[src/rtl/core/sjf_pkg.sv]
`timescale 1ns / 1ps

package sjf_pkg;

   // Default capacity of the job store.
   localparam int NUM_JOBS_DEF = 16;

   // Field widths of a job and of a result.
   localparam int ID_W    = 8;
   localparam int ARR_W   = 16;
   localparam int BURST_W = 16;
   localparam int TIME_W  = 24;

   // One stored job: id, arrival and burst packed side by side.
   localparam int ENTRY_W = ID_W + ARR_W + BURST_W;

   typedef enum logic [1:0] {
      ST_LOAD,
      ST_SCAN,
      ST_CALC
   } sjf_state_type;

endpackage

[src/rtl/core/sjf_ram.sv]
`timescale 1ns / 1ps

module sjf_ram #(
   parameter int WIDTH = 8,
   parameter int DEPTH = 16,
   localparam int ADDR_W = (DEPTH > 1) ? $clog2(DEPTH) : 1
) (
   input  logic              clock,
   input  logic              wr_en,
   input  logic [ADDR_W-1:0] wr_addr,
   input  logic [WIDTH-1:0]  wr_data,
   input  logic              rd_en,
   input  logic [ADDR_W-1:0] rd_addr,
   output logic [WIDTH-1:0]  rd_data
);

   logic [WIDTH-1:0] mem_ff [DEPTH];
   logic [WIDTH-1:0] rd_data_ff;

   always_ff @(posedge clock) begin
      if (wr_en) begin
         mem_ff[wr_addr] <= wr_data;
      end
      if (rd_en) begin
         rd_data_ff <= mem_ff[rd_addr];
      end
   end

   assign rd_data = rd_data_ff;

endmodule

[src/rtl/core/shortest_job_first_scheduler_top.sv]
`timescale 1ns / 1ps

// Non-preemptive shortest-job-first scheduler. Jobs are loaded one per request
// transaction into a single job memory; the transaction with req_last_job set
// closes the set and starts scheduling from tick zero (jobs beyond NUM_JOBS are
// dropped). Each scheduling decision sweeps the stored jobs through the one
// read port of the job memory, one entry per cycle, and then forms the result
// once the output register is free; when no job has arrived yet the clock
// jumps to the earliest pending arrival, which costs one more sweep, so a set
// of N jobs needs up to N extra sweeps for idle gaps. Requests are stalled
// from the end of loading until the last result of the set has been produced;
// a finished result waits in the output register while the next sweep runs.
module shortest_job_first_scheduler_top #(
   parameter int NUM_JOBS = sjf_pkg::NUM_JOBS_DEF
) (
   input  logic                         clock,
   input  logic                         reset,
   input  logic                         req_valid,
   output logic                         req_stall,
   input  logic [sjf_pkg::ID_W-1:0]     req_job_id,
   input  logic [sjf_pkg::ARR_W-1:0]    req_arrival_time,
   input  logic [sjf_pkg::BURST_W-1:0]  req_burst_time,
   input  logic                         req_last_job,
   output logic                         rsp_valid,
   input  logic                         rsp_stall,
   output logic [sjf_pkg::ID_W-1:0]     rsp_run_job_id,
   output logic [sjf_pkg::TIME_W-1:0]   rsp_start_time,
   output logic [sjf_pkg::TIME_W-1:0]   rsp_completion_time,
   output logic [sjf_pkg::TIME_W-1:0]   rsp_waiting_time,
   output logic [sjf_pkg::TIME_W-1:0]   rsp_turnaround_time,
   output logic                         rsp_last_result
);
   import sjf_pkg::*;

   localparam int IDX_W = (NUM_JOBS > 1) ? $clog2(NUM_JOBS) : 1;
   localparam int CNT_W = $clog2(NUM_JOBS + 1);

   sjf_state_type state_ff, state_in;

   logic [CNT_W-1:0]    count_ff, count_in;
   logic [CNT_W-1:0]    finished_ff, finished_in;
   logic [CNT_W-1:0]    addr_ff, addr_in;
   logic [TIME_W-1:0]   clock_ff, clock_in;
   logic [NUM_JOBS-1:0] done_ff, done_in;
   logic                rd_valid_ff, rd_valid_in;
   logic [IDX_W-1:0]    rd_idx_ff, rd_idx_in;
   logic                found_ff, found_in;
   logic                pend_ff, pend_in;
   logic                rsp_valid_ff, rsp_valid_in;

   logic [BURST_W-1:0]  best_ff, best_in;
   logic [IDX_W-1:0]    pick_idx_ff, pick_idx_in;
   logic [ARR_W-1:0]    pick_arr_ff, pick_arr_in;
   logic [ID_W-1:0]     pick_id_ff, pick_id_in;
   logic [ARR_W-1:0]    next_arr_ff, next_arr_in;

   logic [ID_W-1:0]     rsp_id_ff;
   logic [TIME_W-1:0]   rsp_start_ff, rsp_comp_ff, rsp_wait_ff, rsp_turn_ff;
   logic                rsp_last_ff, rsp_last_in;
   logic                load_rsp;

   logic                wr_en, rd_en;
   logic [ENTRY_W-1:0]  wr_data, rd_data;

   logic [ID_W-1:0]     ent_id;
   logic [ARR_W-1:0]    ent_arr;
   logic [BURST_W-1:0]  ent_burst;
   logic                eligible, arrived, take, pend_take, scan_end, issue;
   logic                req_acc, slot_free;
   logic                found_nx, pend_nx;
   logic [ARR_W-1:0]    next_arr_nx;
   logic [TIME_W-1:0]   completion, waiting, turnaround;

   sjf_ram #(
      .WIDTH (ENTRY_W),
      .DEPTH (NUM_JOBS)
   ) u_job_ram (
      .clock   (clock),
      .wr_en   (wr_en),
      .wr_addr (count_ff[IDX_W-1:0]),
      .wr_data (wr_data),
      .rd_en   (rd_en),
      .rd_addr (addr_ff[IDX_W-1:0]),
      .rd_data (rd_data)
   );

   assign wr_data = {req_job_id, req_arrival_time, req_burst_time};
   assign {ent_id, ent_arr, ent_burst} = rd_data;

   assign req_stall = (state_ff != ST_LOAD);
   assign req_acc   = req_valid && !req_stall;
   assign slot_free = !rsp_valid_ff || !rsp_stall;

   // Evaluation of the entry returned by the job memory this cycle.
   assign eligible  = rd_valid_ff && !done_ff[rd_idx_ff];
   assign arrived   = TIME_W'(ent_arr) <= clock_ff;
   assign take      = eligible && arrived && (!found_ff || (ent_burst < best_ff));
   assign pend_take = eligible && !arrived && (!pend_ff || (ent_arr < next_arr_ff));
   assign found_nx    = found_ff || take;
   assign pend_nx     = pend_ff || pend_take;
   assign next_arr_nx = pend_take ? ent_arr : next_arr_ff;
   assign scan_end  = rd_valid_ff && (CNT_W'(rd_idx_ff) == (count_ff - CNT_W'(1)));
   assign issue     = (state_ff == ST_SCAN) && (addr_ff < count_ff);

   assign completion = clock_ff + TIME_W'(best_ff);
   assign waiting    = clock_ff - TIME_W'(pick_arr_ff);
   assign turnaround = waiting + TIME_W'(best_ff);

   always_comb begin
      state_in     = state_ff;
      count_in     = count_ff;
      finished_in  = finished_ff;
      addr_in      = addr_ff;
      clock_in     = clock_ff;
      done_in      = done_ff;
      found_in     = found_nx;
      pend_in      = pend_nx;
      best_in      = take ? ent_burst : best_ff;
      pick_idx_in  = take ? rd_idx_ff : pick_idx_ff;
      pick_arr_in  = take ? ent_arr : pick_arr_ff;
      pick_id_in   = take ? ent_id : pick_id_ff;
      next_arr_in  = next_arr_nx;
      rd_valid_in  = issue;
      rd_idx_in    = addr_ff[IDX_W-1:0];
      rsp_last_in  = 1'b0;
      load_rsp     = 1'b0;
      wr_en        = 1'b0;
      rd_en        = issue;

      unique case (state_ff)
         ST_LOAD: begin
            if (req_acc) begin
               if (count_ff < CNT_W'(NUM_JOBS)) begin
                  wr_en    = 1'b1;
                  count_in = count_ff + CNT_W'(1);
               end
               if (req_last_job) begin
                  state_in    = ST_SCAN;
                  addr_in     = '0;
                  clock_in    = '0;
                  finished_in = '0;
                  found_in    = 1'b0;
                  pend_in     = 1'b0;
               end
            end
         end
         ST_SCAN: begin
            if (issue) begin
               addr_in = addr_ff + CNT_W'(1);
            end
            if (scan_end) begin
               if (found_nx) begin
                  state_in = ST_CALC;
               end else begin
                  // Nothing has arrived: jump to the earliest pending arrival.
                  clock_in = TIME_W'(next_arr_nx);
                  addr_in  = '0;
                  found_in = 1'b0;
                  pend_in  = 1'b0;
               end
            end
         end
         ST_CALC: begin
            if (slot_free) begin
               load_rsp             = 1'b1;
               clock_in             = completion;
               done_in[pick_idx_ff] = 1'b1;
               finished_in          = finished_ff + CNT_W'(1);
               addr_in              = '0;
               found_in             = 1'b0;
               pend_in              = 1'b0;
               if ((finished_ff + CNT_W'(1)) == count_ff) begin
                  rsp_last_in = 1'b1;
                  state_in    = ST_LOAD;
                  count_in    = '0;
                  finished_in = '0;
                  done_in     = '0;
               end else begin
                  state_in = ST_SCAN;
               end
            end
         end
         default: begin
            state_in = ST_LOAD;
         end
      endcase
   end

   always_comb begin
      if (load_rsp) begin
         rsp_valid_in = 1'b1;
      end else if (rsp_valid_ff && !rsp_stall) begin
         rsp_valid_in = 1'b0;
      end else begin
         rsp_valid_in = rsp_valid_ff;
      end
   end

   always_ff @(posedge clock) begin
      if (reset) begin
         state_ff     <= ST_LOAD;
         count_ff     <= '0;
         finished_ff  <= '0;
         addr_ff      <= '0;
         clock_ff     <= '0;
         done_ff      <= '0;
         rd_valid_ff  <= 1'b0;
         found_ff     <= 1'b0;
         pend_ff      <= 1'b0;
         rsp_valid_ff <= 1'b0;
      end else begin
         state_ff     <= state_in;
         count_ff     <= count_in;
         finished_ff  <= finished_in;
         addr_ff      <= addr_in;
         clock_ff     <= clock_in;
         done_ff      <= done_in;
         rd_valid_ff  <= rd_valid_in;
         found_ff     <= found_in;
         pend_ff      <= pend_in;
         rsp_valid_ff <= rsp_valid_in;
      end
   end

   always_ff @(posedge clock) begin
      rd_idx_ff   <= rd_idx_in;
      best_ff     <= best_in;
      pick_idx_ff <= pick_idx_in;
      pick_arr_ff <= pick_arr_in;
      pick_id_ff  <= pick_id_in;
      next_arr_ff <= next_arr_in;
      if (load_rsp) begin
         rsp_id_ff    <= pick_id_ff;
         rsp_start_ff <= clock_ff;
         rsp_comp_ff  <= completion;
         rsp_wait_ff  <= waiting;
         rsp_turn_ff  <= turnaround;
         rsp_last_ff  <= rsp_last_in;
      end
   end

   assign rsp_valid           = rsp_valid_ff;
   assign rsp_run_job_id      = rsp_id_ff;
   assign rsp_start_time      = rsp_start_ff;
   assign rsp_completion_time = rsp_comp_ff;
   assign rsp_waiting_time    = rsp_wait_ff;
   assign rsp_turnaround_time = rsp_turn_ff;
   assign rsp_last_result     = rsp_last_ff;

   a_count_bound: assert property (@(posedge clock) disable iff (reset)
      count_ff <= CNT_W'(NUM_JOBS))
      else $error("job count exceeds capacity");

   a_finished_below_count: assert property (@(posedge clock) disable iff (reset)
      (state_ff != ST_LOAD) |-> (finished_ff < count_ff))
      else $error("finished count reached job count while scheduling");

   a_read_only_in_scan: assert property (@(posedge clock) disable iff (reset)
      rd_valid_ff |-> (state_ff == ST_SCAN))
      else $error("job memory data returned outside a sweep");

   a_last_starts_sweep: assert property (@(posedge clock) disable iff (reset)
      (req_acc && req_last_job) |=> (state_ff == ST_SCAN))
      else $error("closing transaction did not start scheduling");

   a_calc_fills_output: assert property (@(posedge clock) disable iff (reset)
      (state_ff == ST_CALC && slot_free) |=> rsp_valid_ff)
      else $error("result was not placed in the output register");

endmodule
[config.mk]
export PLATFORM = sky130hd
export DESIGN_NAME = shortest_job_first_scheduler_top
export DESIGN_NICKNAME = d
export VERILOG_FILES = /design/src/rtl/core/sjf_pkg.sv /design/src/rtl/core/sjf_ram.sv /design/src/rtl/core/shortest_job_first_scheduler_top.sv
export SDC_FILE = /design/constraint.sdc
export NUM_CORES = 1
export LEC_CHECK = 0
export BUFFER_PORTS_ARGS = -buffer_cell sky130_fd_sc_hd__buf_2
export CORE_UTILIZATION = 50
export DETAILED_ROUTE_END_ITERATION = 10
export PLACE_DENSITY = 0.67
export SLEW_MARGIN = 15
export SYNTH_ARGS = -nofsm -noshare
export SYNTH_HDL_FRONTEND = slang
export SYNTH_HIERARCHICAL = 1
export SYNTH_SLANG_ARGS = --single-unit
[constraint.sdc]
create_clock -name clock -period 7.1 [get_ports clock]
set_input_delay 0.355 -clock clock [delete_from_list [all_inputs] [get_ports clock]]
set_output_delay 0.355 -clock clock [all_outputs]
set_load 0.005 [all_outputs]
==> impl_metrics.env <==
export IMPL_status="finished clean"
export IMPL_syn_area_mm2=0.0377
export IMPL_period_share_pct=61.4
export IMPL_synth_main_ff_cell="edfxtp_1"
export IMPL_worst_setup_path_end_kind="register"
export IMPL_skew_ns=0.0473
export IMPL_final_cell_mix="829 x edfxtp_1, 151 x buf_2, 106 x ha_1"
export IMPL_min_period_ns=4.36
export IMPL_portBuffers=151
export IMPL_irDropWorstVdd_uv=198
export IMPL_dpl_hpwl_mm=48.2
export IMPL_area_delta_synth_final_pct=12.6
export IMPL_grt_overflow_total=0
export IMPL_p_sw_share_pct=22.5
export IMPL_cp_arrival_ns=4.77
export IMPL_p_int_mw=9.00
export IMPL_grt_pass1_vias=20521
export IMPL_wirelength_mm=83.7
export IMPL_combPwrFrac_pct=7.3
export IMPL_pwr_share_clk_pct=39.8
export IMPL_initial_core_util_pct=50.6
export IMPL_p_leak_nw=14.5
export IMPL_synthDistinctLibCells=83
export IMPL_slew_viol_final=0
export IMPL_ys_async_sr_fraction_pct=0
export IMPL_clk_latency_ns=0.67
export IMPL_postRouteAntennaNets=0
export IMPL_netlist_instances=2116
export IMPL_yosysTopAreaCell="edfxtp_1"
export IMPL_drive_gt1_share_pct=20.1
export IMPL_crit_type="reg2reg"
export IMPL_io_pins=152
export IMPL_worstPathMaxFanout=7
export IMPL_hp_class="in2reg"
export IMPL_wire_per_inst_um=24.9
export IMPL_whs_ns=0.0522
export IMPL_final_area_mm2=0.0425
export IMPL_syn_area_per_cell_um2=17.8
export IMPL_synth_seq_cells=910
export IMPL_yosysWarningCount=6
export IMPL_r2r_start="clock_ff[1]$_SDFFE_PP0P_"
export IMPL_grt_pass1_wl_mm=126
export IMPL_firstDrtPassIters=5
export IMPL_cts_sinks=910
export IMPL_path_clk_slew_ns=0.06
export IMPL_hp_start="req_burst_time[6]"
export IMPL_dr_total_vias=20087
export IMPL_dieArea_mm2=0.0766
export IMPL_synthTopCellsByArea="edfxtp_1 66%, mux4_2 6.0%, mux4_1 4.5%"
export IMPL_power_density_mw_per_mm2=273
export IMPL_finalSetupViolCount=0
export IMPL_synth_top_area_share_pct=66.0
export IMPL_htreeDepth=3
export IMPL_finalSetupTns_ns=0
export IMPL_cts_setup_buffers=0
export IMPL_first_iter_violations=1555
export IMPL_required_ns=7.51
export IMPL_synth_nets=2270
export IMPL_cts_tree="yes"
export IMPL_p_sw_mw=2.61
export IMPL_slew_headroom_pct=21.6
export IMPL_max_freq_mhz=229
export IMPL_final_common_cell="edfxtp_1"
export IMPL_hold_violations=0
export IMPL_fp_coreArea_mm2=0.0746
export IMPL_die_w_um=277
export IMPL_layout_nets=2469
export IMPL_gr_usage_all_layers_pct=21.9
export IMPL_cap_viol_max_count=0
export IMPL_grt_antenna_before_repair=8
export IMPL_drc=0
export IMPL_startpoint="clock_ff[1]$_SDFFE_PP0P_"
export IMPL_tightest_slew_ns=1.17
export IMPL_seq_area_frac_synth_pct=70.3
export IMPL_clk_path_buf_depth=3
export IMPL_rsz0062_at_grt="false"
export IMPL_place_congestion=0.912
export IMPL_root_buffer="clkbuf_16"
export IMPL_setup_worst_path_start_class="register"
export IMPL_grt_max_degree=125
export IMPL_cts_made_buffers=90
export IMPL_pwr_share_seq_pct=52.9
export IMPL_place_area_mm2=0.0395
export IMPL_via_per_inst=5.98
export IMPL_n_fill_cell=5629
export IMPL_synth_edf_count=829
export IMPL_chipHeight_um=277
export IMPL_rows=100
[flip-flops by register name, summed over array words and instances (netlist names), 2 cells and up]
name                 cells
rsp_start_time          24
best_ff                 16
pick_idx_ff              4
finished_ff              5
rsp_turnaround_time     24
count_ff                 5
done_ff                 16
rd_idx_ff                4
u_job_ram/rd_data       40
clock_ff                24
rsp_completion_time     24
next_arr_ff             16
addr_ff                  5
pick_id_ff               8
pick_arr_ff             16
rsp_waiting_time        24
u_job_ram/mem_ff       640
rsp_run_job_id           8
state_ff                 2
[final cells by class]
class | count | area (um2) | share of cell area, %
clock inverters | 55 | 539 | 1.27
flip-flops and latches | 910 | 26500 | 62.4
multi-input cells | 1035 | 10500 | 24.6
repair buffers | 183 | 1020 | 2.41
well taps | 969 | 1210 | 2.85
clock buffers | 110 | 2350 | 5.53
diodes | 2 | 5.00 | 0.0118
inverters | 95 | 359 | 0.845
[logic make-up (layout without fill, tap and decap cells)]
group / after synthesis / in the layout / synth area share [%]
simple gates: 303 / 303 / 3.92
flops: 910 / 910 / 70.3
other cells: 0 / 2 / 0
buf+inv: 171 / 443 / 2.44
fa+ha+maj: 109 / 109 / 3.67
mux: 188 / 188 / 11.2
xor+xnor: 76 / 76 / 1.78
compound gates: 359 / 359 / 6.69
[cells in the mapped netlist, drive strengths merged, types with 4 or more instances]
library cell / instances
nor2b: 17
a211o: 4
a211oi: 14
a31o: 5
buf: 38
a21oi: 73
inv: 95
o31a: 4
xnor2: 51
a31oi: 9
nand3b: 5
nor4: 4
nand4: 17
o211ai: 8
or3: 6
a311oi: 4
o21bai: 7
nand3: 14
o31ai: 5
a22o: 17
nor2: 86
o21ai: 44
mux2i: 7
dfxtp: 81
edfxtp: 829
nor3: 28
ha: 106
nand2b: 12
a21o: 44
or2: 6
xor2: 25
mux2: 17
o21a: 11
clkbuf: 37
mux4: 164
a22oi: 81
and3: 6
nand2: 88
and2: 8
[metal layers]
layer / up-vias / part of all wire [%] / GRT usage [%] / wire length [um]
li1: 8908 / - / - / -
met1: 10325 / 41 / 29.0 / 34600
met2: 689 / 50 / 37.5 / 41900
met3: 157 / 5.9 / 3.38 / 4900
met4: 8 / 2.7 / 6.72 / 2250
met5: - / 0.047 / 0 / 39
[path summary, 6_finish.rpt]
path / end / slack, ns / depth (start not counted)
max: rsp_turnaround_time[23]$_DFFE_PP_ / 2.74 / 16
min: u_job_ram/mem_ff[12][6]$_DFFE_PP_ / 0.05 / 1
min reg2reg: pick_id_ff[2]$_DFFE_PP_ / 0.42 / 0
max reg2reg: rsp_turnaround_time[23]$_DFFE_PP_ / 2.74 / 16
[stage by stage]
step	total power, mW	worst slack [ns]	instances	utilization [%]
2_1_floorplan	6.81	1.29	2116	-
3_3_place_gp	7.06	2.94	3188	53.0
3_5_place_dp	7.10	2.82	3188	53.0
4_1_cts	11.7	2.84	3355	56.9
5_1_grt	12.0	2.44	3357	57.0
6_report	11.6	2.74	3359	57.0
[power groups by stage]
| stage | registers, mW | logic [mW] | clock network (mW) |
|---|---|---|---|
| final | 6.14 | 0.849 | 4.62 |
| after detailed placement | 6.25 | 0.849 | 0 |
| after global routing | 6.15 | 0.937 | 4.90 |
| after CTS | 6.14 | 0.856 | 4.70 |
| after floorplan | 6.22 | 0.595 | 0 |
| after global placement | 6.24 | 0.823 | 0 |
[critical path: stages, from the launching register on]
cell and delay [ns]:
dfxtp_1 0.52, ha_1 0.29, nor2b_1 0.15, o31a_1 0.27
o41a_1 0.34, a41oi_1 0.42, o21ai_0 0.27, a21o_1 0.23
a21oi_1 0.18, xnor2_1 0.11, ha_1 0.37, nand2_1 0.09
nor2_1 0.11, a211oi_1 0.10, a311oi_1 0.37, nand4_1 0.17
xnor2_1 0.15
[timing repair]
item / CTS / global route
resized for setup: 0 / 0
hold buffers: 2 / 0
hold endpoints to repair: 3 / 0
No activity file was read; power rests on OpenSTA's default activity.
